[src/design/utv_pkg.sv]
// Shared types and constants for the UTF-8 text validator.
package utv_pkg;

   localparam int unsigned LenWidth   = 10;
   localparam int unsigned CountWidth = LenWidth + 1;

   localparam logic [LenWidth-1:0] MaxLengthReset = LenWidth'(64);

   localparam logic [7:0] ContLow   = 8'h80;
   localparam logic [7:0] ContHigh  = 8'hBF;
   localparam logic [7:0] Space     = 8'h20;
   localparam logic [7:0] Delete    = 8'h7F;
   localparam logic [7:0] Lead2Low  = 8'hC2;
   localparam logic [7:0] Lead2High = 8'hDF;
   localparam logic [7:0] Lead3Low  = 8'hE0;
   localparam logic [7:0] Lead3High = 8'hEF;
   localparam logic [7:0] Lead3Surr = 8'hED;
   localparam logic [7:0] Lead4Low  = 8'hF0;
   localparam logic [7:0] Lead4High = 8'hF4;
   localparam logic [7:0] E0SecLow  = 8'hA0;
   localparam logic [7:0] EdSecHigh = 8'h9F;
   localparam logic [7:0] F0SecLow  = 8'h90;
   localparam logic [7:0] F4SecHigh = 8'h8F;

   // Per-text decode state.
   typedef struct packed {
      logic [1:0]            bytes_pending;
      logic [7:0]            next_low_bound;
      logic [7:0]            next_high_bound;
      logic [CountWidth-1:0] byte_count;
      logic                  failed;
      logic                  last_was_space;
   } utv_state_type;

   localparam utv_state_type StateClear = '{
      bytes_pending:   2'd0,
      next_low_bound:  ContLow,
      next_high_bound: ContHigh,
      byte_count:      '0,
      failed:          1'b0,
      last_was_space:  1'b0
   };

endpackage

[src/design/utf8_text_validator.sv]
// Top level of the streaming strict UTF-8 text validator.
//
// Checks a text delivered one word (one byte) per cycle as strict UTF-8:
// lead bytes 20-7E, C2-DF, E0-EF and F0-F4 with the narrowed second-byte
// ranges after E0, ED, F0 and F4; control bytes 00-1F and 7F fail, as does
// a leading or trailing space, a truncated sequence at the end, or a text
// longer than the length limit register (reset 64, written through csr_*).
// The word marked req_last yields one verdict word on rsp_valid_res, after
// which the decode state is cleared for the next text; a last word with
// req_has_byte low ends the text without adding a byte (an empty text is
// valid). Throughput is one word per cycle: the decode state updates in the
// same cycle a word is taken, and the verdict lands in the output register
// in the next cycle. Only a last word is held off by a full output register
// that the receiver is stalling; all other words keep flowing.
module utf8_text_validator
   import utv_pkg::*;
(
   input  logic                clock,
   input  logic                reset,

   input  logic                req_valid,
   output logic                req_stall,
   input  logic [7:0]          req_data_byte,
   input  logic                req_has_byte,
   input  logic                req_last,

   output logic                rsp_valid,
   input  logic                rsp_stall,
   output logic                rsp_valid_res,

   input  logic                csr_wr_en,
   input  logic [LenWidth-1:0] csr_wr_data
);

   logic [LenWidth-1:0] len_limit_ff;
   utv_state_type       state_ff, state_in;
   utv_state_type       byte_state;   // state after this word's byte
   utv_state_type       end_state;    // state the verdict is taken from
   logic                rsp_valid_ff, rsp_valid_in;
   logic                verdict_ff, verdict_in;
   logic                req_take;
   logic                verdict;

   utv_byte_check u_byte_check (
      .cur_state  (state_ff),
      .data_byte  (req_data_byte),
      .len_limit  (len_limit_ff),
      .nxt_state  (byte_state)
   );

   // A last word needs a free output slot; slot frees when its word is taken.
   assign req_stall = req_last && rsp_valid_ff && rsp_stall;
   assign req_take  = req_valid && !req_stall;

   assign end_state = req_has_byte ? byte_state : state_ff;

   assign verdict = !end_state.failed &&
                    (end_state.bytes_pending == 2'd0) &&
                    !end_state.last_was_space &&
                    (end_state.byte_count <= {1'b0, len_limit_ff});

   always_comb begin
      state_in = state_ff;
      if (req_take) begin
         if (req_last) begin
            state_in = StateClear;
         end else if (req_has_byte) begin
            state_in = byte_state;
         end
      end
   end

   always_comb begin
      rsp_valid_in = rsp_valid_ff && rsp_stall;
      verdict_in   = verdict_ff;
      if (req_take && req_last) begin
         rsp_valid_in = 1'b1;
         verdict_in   = verdict;
      end
   end

   always_ff @(posedge clock) begin
      if (reset) begin
         len_limit_ff <= MaxLengthReset;
         state_ff     <= StateClear;
         rsp_valid_ff <= 1'b0;
      end else begin
         if (csr_wr_en) begin
            len_limit_ff <= csr_wr_data;
         end
         state_ff     <= state_in;
         rsp_valid_ff <= rsp_valid_in;
      end
   end

   // Payload register, no reset needed.
   always_ff @(posedge clock) begin
      verdict_ff <= verdict_in;
   end

   assign rsp_valid     = rsp_valid_ff;
   assign rsp_valid_res = verdict_ff;

endmodule

[src/design/utv_byte_check.sv]
// Per-byte UTF-8 decode step: next text state from the current one and a byte.
module utv_byte_check
   import utv_pkg::*;
(
   input  utv_state_type        cur_state,
   input  logic [7:0]           data_byte,
   input  logic [LenWidth-1:0]  len_limit,
   output utv_state_type        nxt_state
);

   logic is_space;

   assign is_space = (data_byte == Space);

   always_comb begin
      nxt_state = cur_state;
      nxt_state.last_was_space = is_space;

      if ((cur_state.byte_count == '0) && is_space) begin
         nxt_state.failed = 1'b1;
      end
      // Count saturates one past the limit.
      if (cur_state.byte_count <= {1'b0, len_limit}) begin
         nxt_state.byte_count = cur_state.byte_count + CountWidth'(1);
      end

      if (cur_state.bytes_pending != 2'd0) begin
         // Continuation byte.
         if ((data_byte < cur_state.next_low_bound) ||
             (data_byte > cur_state.next_high_bound)) begin
            nxt_state.failed = 1'b1;
         end
         nxt_state.bytes_pending   = cur_state.bytes_pending - 2'd1;
         nxt_state.next_low_bound  = ContLow;
         nxt_state.next_high_bound = ContHigh;
      end else if (data_byte < ContLow) begin
         if ((data_byte < Space) || (data_byte == Delete)) begin
            nxt_state.failed = 1'b1;
         end
      end else if ((data_byte >= Lead2Low) && (data_byte <= Lead2High)) begin
         nxt_state.bytes_pending = 2'd1;
      end else if ((data_byte >= Lead3Low) && (data_byte <= Lead3High)) begin
         nxt_state.bytes_pending = 2'd2;
         if (data_byte == Lead3Low) begin
            nxt_state.next_low_bound = E0SecLow;
         end else if (data_byte == Lead3Surr) begin
            nxt_state.next_high_bound = EdSecHigh;
         end
      end else if ((data_byte >= Lead4Low) && (data_byte <= Lead4High)) begin
         nxt_state.bytes_pending = 2'd3;
         if (data_byte == Lead4Low) begin
            nxt_state.next_low_bound = F0SecLow;
         end else if (data_byte == Lead4High) begin
            nxt_state.next_high_bound = F4SecHigh;
         end
      end else begin
         // Stray continuation, overlong lead C0/C1, or F5-FF.
         nxt_state.failed = 1'b1;
      end
   end

endmodule
[config.mk]
export PLATFORM = sky130hd
export DESIGN_NAME = utf8_text_validator
export DESIGN_NICKNAME = d
export VERILOG_FILES = /design/src/design/utv_pkg.sv /design/src/design/utf8_text_validator.sv /design/src/design/utv_byte_check.sv
export SDC_FILE = /design/constraint.sdc
export NUM_CORES = 1
export LEC_CHECK = 0
export ABC_CLOCK_PERIOD_IN_PS = 4650
export BUFFER_PORTS_ARGS = -buffer_cell sky130_fd_sc_hd__buf_2
export CAP_MARGIN = 30
export CORE_MARGIN = 4
export CORE_UTILIZATION = 45
export DETAILED_ROUTE_END_ITERATION = 10
export HOLD_SLACK_MARGIN = 0.12
export PLACE_DENSITY_LB_ADDON = 0.12
export SLEW_MARGIN = 15
export SYNTH_ARGS = -nofsm -noshare
export SYNTH_HDL_FRONTEND = slang
export SYNTH_SLANG_ARGS = --single-unit
[constraint.sdc]
create_clock -name clock -period 4.65 [get_ports clock]
set_input_delay 0.6975 -clock clock [delete_from_list [all_inputs] [get_ports clock]]
set_output_delay 0.6975 -clock clock [all_outputs]
set_load 0.005 [all_outputs]
=== After elaboration in Yosys (flattened, before gate mapping) ===
Index checks and enable logic that the tools add are counted.

* Eq/ne operators: 12
* Muxes and demuxes: 24
* Add/sub/neg operators: 2
* $lt $le $gt $ge: 12
* Reduce and logical (&&, ||, !) cells: 26

{| class="wikitable"
|+ Operator list
! operator !! count
|-
| two-way mux 18 bit || 4
|-
| two-way mux 31 bit || 2
|-
| two-way mux 8 bit || 6
|-
| equality test 8 bit (second input constant) || 4
|-
| >= comparator 8 bit (second input constant) || 3
|-
| <= comparator 8 bit (second input constant) || 3
|-
| <= comparator 11 x 10 -> 1 bit || 2
|-
| two-way mux 16 bit || 1
|-
| logical AND 1 bit || 12
|-
| != test 4 x 3 -> 1 bit (second input constant) || 3
|-
| nonzero test 4 bit || 3
|-
| adder 11 x 1 -> 11 bit (second input constant) || 1
|-
| zero test 11 bit || 1
|-
| two-way mux 11 bit || 1
|-
| two-way mux 1 bit || 9
|-
| AND reduction 9 bit || 1
|-
| equality test 8 x 6 -> 1 bit (second input constant) || 1
|-
| equality test 8 x 7 -> 1 bit (second input constant) || 1
|-
| > comparator 8 bit || 1
|-
| < comparator 8 x 6 -> 1 bit (second input constant) || 1
|-
| < comparator 8 bit || 1
|-
| < comparator 8 bit (second input constant) || 1
|-
| AND reduction 7 bit || 1
|-
| != test 3 x 2 -> 1 bit (second input constant) || 2
|-
| 7 further kinds || 11
|}

* Input port bits: 25
* Word-level logic and storage cells: 85
* Output and inout bits: 3
* Bits in registers: 43

=== Longest topological paths before layout ===
Gate-level depths: netlist (run 1).

* Depth in word-level cells: 13
* Depth in mapped cells: 15
* Depth with buffers taken out: 15

=== Modules after synthesis ===
A second synthesis (run 1) with hierarchy kept.

* Cell total of the unflattened synthesis: 382
* Area, all modules: 3164.3 um^2

{| class="wikitable"
|+ Modules (own cells, without submodules)
! module !! instances !! sequential area each (um^2) !! cells each !! area an instance (um^2)
|-
| utf8_text_validator || 1 || 870.8 || 199 || 1908.1
|-
| utv_byte_check || 1 || 0.0 || 183 || 1256.2
|}

=== Worst setup path after synthesis (run 1) ===
OpenSTA, ideal clock, no wires.

* Kind: flip-flop to flip-flop
* Start: reg state_ff[10] (netlist bit)
* End: reg verdict_ff, in the netlist rsp_valid_res (data pin)
* Arrival: 3.073 ns
* Period minus slack after synthesis: 3.230 ns
* Required time: 4.493 ns
* Path buffers: 0
* Stages on the path, launching flop included: 15
* Setup time: 0.157 ns
* Path slack: 1.420 ns
* Cell sequence: dfxtp_1 > ha_1 > a21oi_1 > o21ai_1 > nor4_2 > o21bai_1 > nor2_1 > xor2_1 > ha_1 > nand4_1 > nor2_1 > a31oi_1 > a2111oi_0 > nand4_1 > nor3_1

* Longest elaborated chain between the ends: 13
* Elaborated cells on any way between the ends: 19
* Classes of those cells: add/sub: 1; order compare: 2; mux: 10; reduce/logical: 6

{| class="wikitable"
|+ RTL lines
! element !! line !! text
|-
| from (decl) || utf8_text_validator.sv:36 || <nowiki>utv_state_type state_ff, state_in;</nowiki>
|-
| from (signal assigned) || utf8_text_validator.sv:85 || <nowiki>state_ff <= StateClear;</nowiki>
|-
| from (signal assigned) || utf8_text_validator.sv:91 || <nowiki>state_ff <= state_in;</nowiki>
|-
| zero test 11 bit || utv_byte_check.sv:19 || <nowiki>if ((cur_state.byte_count == '0) && is_space) begin</nowiki>
|-
| logical AND 1 bit || utv_byte_check.sv:19 ||
|-
| two-way mux 1 bit || utv_byte_check.sv:19 ||
|-
| two-way mux 1 bit || utv_byte_check.sv:49 || <nowiki>end else if ((data_byte >= Lead4Low) && (data_byte <= Lead4High)) begin</nowiki>
|-
| two-way mux 1 bit || utv_byte_check.sv:42 || <nowiki>end else if ((data_byte >= Lead3Low) && (data_byte <= Lead3High)) begin</nowiki>
|-
| two-way mux 1 bit || utv_byte_check.sv:40 || <nowiki>end else if ((data_byte >= Lead2Low) && (data_byte <= Lead2High)) begin</nowiki>
|-
| two-way mux 1 bit || utv_byte_check.sv:36 || <nowiki>end else if (data_byte < ContLow) begin</nowiki>
|-
| two-way mux 1 bit || utv_byte_check.sv:27 || <nowiki>if (cur_state.bytes_pending != 2'd0) begin</nowiki>
|-
| two-way mux 31 bit * || - ||
|-
| parallel branches: the longest is 3 deep, another holds <= comparator 11 x 10 -> 1 bit || - ||
|-
| logical AND 1 bit * || utf8_text_validator.sv:59 || <nowiki>!end_state.last_was_space &&</nowiki>
|-
| named net verdict || utf8_text_validator.sv:42 || <nowiki>logic verdict;</nowiki>
|-
| to (signal assigned) || utf8_text_validator.sv:98 || <nowiki>verdict_ff <= verdict_in;</nowiki>
|-
| to (decl) || utf8_text_validator.sv:40 || <nowiki>logic verdict_ff, verdict_in;</nowiki>
|}

Mark *: on every way through the listed nets, which the timed path passes. The select of a mux whose other input is x is not followed.
A chain may end at the register's enable or synchronous reset.

=== Worst setup path in the final report (run 1) ===
Same ends and word-level chain as after synthesis.

==> results by group, run 1 <==
Timing
  • Final total negative setup slack: 0 ns
  • Clock tree skew after final layout: approximately 0.0083 ns
  • Max Clk Rate: around 270 MHz
  • Max-slew violation total from the final report: 0
  • Period minus WS final: between 3 and 4 ns
  • Crit share post-route: roughly four fifths
  • RSZ-0062 raised after global routing: no
  • Max-slew headroom at the worst pin: 50.9%
  • Setup Viol. Count Final: 0
  • Number of hold-slack violations in the final timing report: 0
  • Least-Margin Pin Slew: 0.733 ns

Floorplanning
  • Die Span X: 82.7 um
  • Y dimension of the die: 82.7 um
  • Area inside the core boundary: 0.00527 mm2
  • Total number of placement rows: 26
  • Total Die Area: 0.00684 mm2
  • Starting Density: 47.6%
  • Top-Level Pins: 28

Detailed routing
  • Router iterations before antenna repair: 4
  • Remaining design rule violation count: 0
  • Vias per std cell: 5.75
  • Number of DRC markers in iteration 0: 94
  • Total via count in the routed design: around 2400
  • Post-route ant nets: 0
  • Total length of routed wires: 6190 um
  • Final routed wire length divided by cell count: ~15 um

Global routing
  • Global routing usage summed across all routing layers: 19.6%
  • Vias in the first global route: 2205
  • Overflow after GRT: 0
  • Maximum number of pins on one net before global-route repair: 24
  • Wire length of the first global-routing pass: 10400 um
  • Initial antenna violation count: 0

Logic synthesis
  • Asr flop ratio synth: 0%
  • Share of synthesized area occupied by flip-flops and latches: about a quarter
  • Ranking of synthesized cells by area: sky130_fd_sc_hd__dfxtp_1 (26%), sky130_fd_sc_hd__ha_1 (16%), sky130_fd_sc_hd__nor2_1 (5.7%)
  • Total of warnings raised by yosys: 0
  • Cell taking the most area after synthesis: sky130_fd_sc_hd__dfxtp_1
  • Most used standard cell by instance count after synthesis: sky130_fd_sc_hd__nor2_1
  • Synthesized cell area: 0.00251 mm2
  • Synthesized instance count: between 300 and 400
  • Yosys top cell area share: 25.5%
  • Commonest cells post-synth: sky130_fd_sc_hd__nor2_1 (38), sky130_fd_sc_hd__dfxtp_1 (32), sky130_fd_sc_hd__ha_1 (32), sky130_fd_sc_hd__inv_1 (29), sky130_fd_sc_hd__nand2_1 (26)
  • Most instantiated flip-flop cell in the synthesis netlist: sky130_fd_sc_hd__dfxtp_1
  • Count of cell types in the netlist: slightly below 50
  • Post-synth EDFFs: 1
  • Synthesis-stage register bit count: 33
  • Avg Synthesized Cell Area: 7.87 um2
  • Net count after synthesis: 376

Worst setup path
  • Data arrival time of the critical path: 3.85 ns
  • Critical register-to-register path endpoint: rsp_valid_res
  • Top delay family on crit path: simple AND/OR/NAND/NOR gates
  • Series of cell instances along the critical path: ha_1 > a21oi_1 > o21ai_1 > nor4_2 > o21bai_1 > nor2_1 > xor2_1 > ha_1 > nand4_1 > nor2_1 > a31oi_1 > a2111oi_0 > nand4_1 > nor3_1
  • Startpoint of the lowest-slack register-to-register path: state_ff[10]
  • Slowest library cell on the worst path: sky130_fd_sc_hd__nor4_2
  • Register-to-register setup slack: 0.93 ns
  • Worst Reg-to-Reg Cells: 14
  • Endpoint class of the critical path: flop
  • CP Buf/Inv Count: 0
  • Critical Path Source Type: flop
  • Worst-path maximum fanout: 8
  • Setup CP Type: flop to flop
  • Crit path launch: state_ff[10]
  • Data required time at the worst endpoint: around 4.8 ns
  • Biggest cell delay along the critical path: 0.49 ns

Layout
  • Number of nets in the finished design: 401
  • Core utilization of the finished layout: a little over half
  • Layout cells sized above 1: 11.4%
  • Number of antenna diodes: 0
  • Finished Cell Area: 0.00277 mm2
  • Area added between synthesis and finish: 10.5%

Clock tree
  • Number of cells upsized or downsized after cts: 0
  • Cts bufs inserted: 5
  • Clock-pin slew on the worst setup and hold paths: 0.07 ns
  • Hold_buf cts: 0
  • Worst-Skew Late Latency: 0.29 ns
  • CTS tree: built
  • Maximum clock insertion buffer count: 2
  • Clock sink count: 33
  • H-Tree Depth: 2
  • Clk root buf: sky130_fd_sc_hd__clkbuf_8
  • Post-CTS Setup Repair Bufs: 0

Flow run
  • Max-cap viol count: 0

Hold path
  • Destination of the worst hold path: state_ff[28]
  • Startpoint of the tightest hold check path: state_ff[28]
  • Min-delay worst type: flop to flop
  • Min-Delay Path Depth: 1

Place
  • Placed wire-length estimate: 4850 um
  • Total placed instance area: approximately 0.0027 mm2
  • GPL Wtd Cong: 0.902
  • Input/output buffers: 27

Pwr
  • Worst voltage drop across the vdd grid: roughly 180 uV
  • Overall Power: 613 uW
  • Pwr Density: 221 mW/mm2
  • Leakage: 0.00120 uW

Status
  • Outcome: finished clean
[where the power goes]
group / internal, uW / switching (uW)
Sequential: 293 / 5.13
Clock: 98.3 / 101
Combinational: 46.2 / 69.8
Total: 438 / 176
[layout by cell type, fill, tap and decap left out, types with 2 or more instances in the layout]
cell                         n
sky130_fd_sc_hd__xor2_1      5
sky130_fd_sc_hd__xnor2_1     4
sky130_fd_sc_hd__a22oi_1     2
sky130_fd_sc_hd__o21ai_1     6
sky130_fd_sc_hd__nand3b_1    3
sky130_fd_sc_hd__or3_1       7
sky130_fd_sc_hd__nor3_1      8
sky130_fd_sc_hd__o211ai_1    8
sky130_fd_sc_hd__a31oi_1     6
sky130_fd_sc_hd__o21ai_0    14
sky130_fd_sc_hd__nand4_1    11
sky130_fd_sc_hd__nand4b_1    2
sky130_fd_sc_hd__clkbuf_8    5
sky130_fd_sc_hd__o22ai_1     3
sky130_fd_sc_hd__or4_1       6
sky130_fd_sc_hd__and2_1      2
sky130_fd_sc_hd__a21oi_1    18
sky130_fd_sc_hd__a211oi_1    3
sky130_fd_sc_hd__nand2_1    26
sky130_fd_sc_hd__a2111oi_0   3
sky130_fd_sc_hd__nor2b_1     2
sky130_fd_sc_hd__nand3_1     8
sky130_fd_sc_hd__nor2_1     38
sky130_fd_sc_hd__dfxtp_1    32
sky130_fd_sc_hd__mux2i_1    11
sky130_fd_sc_hd__buf_2      27
sky130_fd_sc_hd__inv_1      29
sky130_fd_sc_hd__ha_1       32
[state kept, by name, indices dropped and copies added, names as in the netlist]
signal and flops:
len_limit_ff 10, state_ff 21, rsp_valid 1, rsp_valid_res 1
[how the worst max path moves through the flow]
stage / end / cells after the start
final: rsp_valid_res / 14
after global routing: rsp_valid_res / 14
after CTS: rsp_valid_res / 14
after detailed placement: rsp_valid_res / 13
after global placement: rsp_valid_res / 13
after floorplan: rsp_valid_res / 14
[layer usage]
layer / GRT usage, % / routed length (um)
met1: 25.0 / 2860
met5: 0 / 0
met2: 33.8 / 3040
met4: 4.25 / 41
met3: 4.45 / 246
[final cells by class]
| cell class | count | area, um2 |
|---|---|---|
| clock buffers | 5 | 68.8 |
| repair buffers | 27 | 135 |
| inverters | 29 | 109 |
| well taps | 70 | 87.6 |
| flip-flops and latches | 33 | 671 |
| fillers | 547 | 2500 |
| multi-input cells | 248 | 1700 |
| clock inverters | 1 | 5.00 |
[through the flow]
| stage | hold slack, ns | cells | worst slack, ns |
|---|---|---|---|
| floorplan | 0.415 | 319 | 1.42 |
| global placement | 0.432 | 407 | 1.07 |
| detailed placement | 0.434 | 407 | 0.977 |
| CTS | 0.449 | 413 | 0.968 |
| global route | 0.468 | 413 | 0.532 |
| finish | 0.447 | 413 | 0.926 |
[cells by family after synthesis]
kind of cell / synth area share, %
AND/OR/NAND/NOR: 25.2
AO/OA/AOI/OAI: 18.4
buffers and inverters: 5.68
XOR/XNOR: 3.14
adder cells (fa/ha/maj): 16.0
flip-flops: 26.7
multiplexers: 4.84
Note: power is estimated with default switching activity, not from simulation.
==> inputs of run 2 (changes only) <==
ABC_AREA = 1   (was unset)
ABC_CLOCK_PERIOD_IN_PS = 3710   (was 4650)
clock period = 3.71 ns   (was 4.65 ns; I/O delays follow)
==> run 2 against run 1 <==
Compared with the run above:
- combinational power is 60% higher
- non-clock buffer count grew 3
- global-route usage grew 0.64 points
- register-to-register slack worse by 0.25 ns
- critical path depth increased by 6
- die area rose by 8.9%
- worst hold slack improved by 0.0050 ns
- power rose by 39%
- clock power grew 44%
- core utilization decreased by 1.2 points
- clock-buffer cell count is 3 higher
- worst setup slack got worse by 0.25 ns
- critical path type unchanged
- largest cell class unchanged
==> results by group, run 2 <==
Floorplanning
  • Total number of placement rows: 28
  • Area inside the core boundary: 0.00592 mm2
  • Y dimension of the die: 86.3 um
  • Top-Level Pins: 28
  • Total Die Area: approximately 0.0074 mm2
  • Die Span X: 86.3 um
  • Starting Density: 46.6%

Pwr
  • Leakage: between 0.0015 and 0.002 uW
  • Pwr Density: 280 mW/mm2
  • Worst voltage drop across the vdd grid: 187 uV

Logic synthesis
  • Total of warnings raised by yosys: 0
  • Cell taking the most area after synthesis: sky130_fd_sc_hd__dfxtp_1
  • Net count after synthesis: 488
  • Share of synthesized area occupied by flip-flops and latches: 24.3%
  • Ranking of synthesized cells by area: sky130_fd_sc_hd__dfxtp_1 (23%), sky130_fd_sc_hd__nand2_1 (18%), sky130_fd_sc_hd__ha_1 (15%)
  • Commonest cells post-synth: sky130_fd_sc_hd__nand2_1 (135), sky130_fd_sc_hd__inv_1 (67), sky130_fd_sc_hd__a21oi_1 (37), sky130_fd_sc_hd__dfxtp_1 (32), sky130_fd_sc_hd__ha_1 (32)
  • Most instantiated flip-flop cell in the synthesis netlist: sky130_fd_sc_hd__dfxtp_1
  • Synthesis-stage register bit count: 33
  • Post-synth EDFFs: 1
  • Asr flop ratio synth: 0%
  • Synthesized instance count: 431
  • Synthesized cell area: 0.00276 mm2
  • Yosys top cell area share: a little under a quarter
  • Most used standard cell by instance count after synthesis: sky130_fd_sc_hd__nand2_1
  • Avg Synthesized Cell Area: 6.40 um2
  • Count of cell types in the netlist: 35

Status
  • Outcome: finished clean

Layout
  • Top reg by flops: state_ff
  • Largest registers in the final layout: state_ff (21), len_limit_ff (10)
  • Non-Filler Instances: 535
  • Most common cell after layout, fill and taps aside: sky130_fd_sc_hd__nand2_1
  • Number of filler instances in the final layout: 657
  • Commonest cells after routing, fill and taps aside: sky130_fd_sc_hd__nand2_1 (135), sky130_fd_sc_hd__inv_1 (67), sky130_fd_sc_hd__a21oi_1 (37), sky130_fd_sc_hd__ha_1 (32), sky130_fd_sc_hd__dfxtp_1 (32)
  • Number of nets in the finished design: roughly 520
  • Area added between synthesis and finish: 10.3%
  • Layout cells sized above 1: 10.9%
  • Finished Cell Area: ~0.0030 mm2
  • Number of antenna diodes: 0
  • Largest register FFs: 21

Hold path
  • Destination of the worst hold path: state_ff[28]
  • Min-delay worst type: flop to flop
  • Min-Delay Path Depth: 2
  • Startpoint of the tightest hold check path: state_ff[28]

Clock tree
  • Worst-Skew Late Latency: about 0.29 ns
  • Maximum clock insertion buffer count: 2
  • Cts bufs inserted: 5
  • Clk root buf: sky130_fd_sc_hd__clkbuf_8
  • Number of cells upsized or downsized after cts: 0
  • Post-CTS Setup Repair Bufs: 0
  • H-Tree Depth: 2
  • Clock sink count: 33
  • CTS tree: built
  • Hold_buf cts: 0
  • Clock-pin slew on the worst setup and hold paths: 0.07 ns

Place
  • Placed wire-length estimate: 5380 um
  • Total placed instance area: 0.00295 mm2
  • Setup WS pre-CTS: approximately 0.68 ns
  • Input/output buffers: 27
  • GPL Wtd Cong: 0.913
  • Number of placed cells counting well taps: about 530

Global routing
  • Overflow after GRT: 0
  • Initial antenna violation count: 0
  • Vias in the first global route: 2656
  • Wire length of the first global-routing pass: ~12000 um
  • Global routing usage summed across all routing layers: 20.3%
  • Maximum number of pins on one net before global-route repair: 24

Timing
  • Max-slew violation total from the final report: 0
  • RSZ-0062 raised after global routing: no
  • Number of hold-slack violations in the final timing report: 0
  • Clock tree skew after final layout: about 0.0037 ns
  • Least-Margin Pin Slew: 0.421 ns
  • Period minus WS final: about 3 ns
  • Crit share post-route: 81.7%
  • Worst hold slack after final layout: 0.452 ns
  • Max Clk Rate: 330 MHz
  • Setup Viol. Count Final: 0
  • Final critical-path setup slack: 0.679 ns
  • Max-slew headroom at the worst pin: 71.9%
  • Final total negative setup slack: 0 ns

Worst setup path
  • Data arrival time of the critical path: around 3 ns
  • Register-to-register setup slack: 0.68 ns
  • Endpoint class of the critical path: flop
  • Startpoint of the lowest-slack register-to-register path: state_ff[4]
  • Critical register-to-register path endpoint: rsp_valid_res
  • Critical Path Source Type: flop
  • Worst Reg-to-Reg Cells: 20
  • Worst-path maximum fanout: 17
  • Data required time at the worst endpoint: between 3 and 4 ns
  • Setup CP Type: flop to flop

Detailed routing
  • Vias per std cell: 5.17
  • Number of DRC markers in iteration 0: 119
  • Final routed wire length divided by cell count: 13.0 um
  • Total length of routed wires: about 7000 um
  • Router iterations before antenna repair: 4
  • Post-route ant nets: 0
  • Total via count in the routed design: approximately 2800
  • Remaining design rule violation count: 0

Flow run
  • Max-cap viol count: 0
[run 2: cells by family (layout without fill, tap and decap cells)]
family	count (synthesis)	after routing	synth area share, %
DFF	33	33	24.3
and+or+nand+nor	227	227	37.7
AOI/OAI and AO/OA	62	62	12.0
adders and majority gates	32	32	14.5
xor gates and xnor gates	1	1	0.318
buffers and inverters	76	105	11.2
[run 2: metrics by stage]
stage	utilization, %	total power (uW)
2_1_floorplan	-	520
3_3_place_gp	49.9	570
3_5_place_dp	49.9	573
4_1_cts	51.4	864
5_1_grt	51.4	918
6_report	51.4	851
[run 2: cell type report]
class | instances | area (um2) | area share, %
tap | 75 | 93.8 | 3.08
timing repair buffer | 30 | 158 | 5.18
clock buffer | 8 | 90.1 | 2.96
inverter | 67 | 251 | 8.26
multi-input combinational | 322 | 1780 | 58.5
sequential | 33 | 671 | 22.0
[run 2: power breakdown]
part / leakage [uW] / internal [uW] / total (uW) / switching (uW)
Combinational: 0.00130 / 66.1 / 186 / 120
Clock: 0.0000455 / 151 / 287 / 135
Sequential: 0.000271 / 371 / 379 / 7.54
[run 2: worst max path at each step]
stage | start | to | slack (ns) | cells after the start
floorplan | len_limit_ff[9] | rsp_valid_res | 1.01 | 25
global placement | state_ff[2] | rsp_valid_res | 0.73 | 22
detailed placement | state_ff[4] | rsp_valid_res | 0.68 | 20
CTS | state_ff[4] | rsp_valid_res | 0.66 | 20
global route | state_ff[4] | rsp_valid_res | 0.27 | 20
finish | state_ff[4] | rsp_valid_res | 0.68 | 20
[run 2: metal layers]
metal,vias to the layer above,wire [um],global-route usage (%)
li1,1452,-,-
met1,1240,2990,24.1
met2,62,3490,37.0
met3,12,370,3.14
met4,0,131,6.80
met5,-,0,0
[run 2: worst max-delay path, cell delays in order, from the launching register on]
cell,delay [ns]
sky130_fd_sc_hd__dfxtp_1,0.49
sky130_fd_sc_hd__ha_1,0.34
sky130_fd_sc_hd__a21oi_1,0.14
sky130_fd_sc_hd__nand2_1,0.07
sky130_fd_sc_hd__nand2_1,0.07
sky130_fd_sc_hd__nand3_2,0.12
sky130_fd_sc_hd__nand2_4,0.21
sky130_fd_sc_hd__nand4_1,0.13
sky130_fd_sc_hd__and2_2,0.22
sky130_fd_sc_hd__ha_1,0.27
sky130_fd_sc_hd__nand2_1,0.06
sky130_fd_sc_hd__nor2_1,0.16
sky130_fd_sc_hd__nand2_1,0.07
sky130_fd_sc_hd__nand2_1,0.07
sky130_fd_sc_hd__nand2_1,0.05
sky130_fd_sc_hd__nand2_1,0.05
sky130_fd_sc_hd__nand2_1,0.05
sky130_fd_sc_hd__nand2_1,0.05
sky130_fd_sc_hd__a21oi_1,0.05
sky130_fd_sc_hd__nand3_1,0.07
sky130_fd_sc_hd__nor2_1,0.04
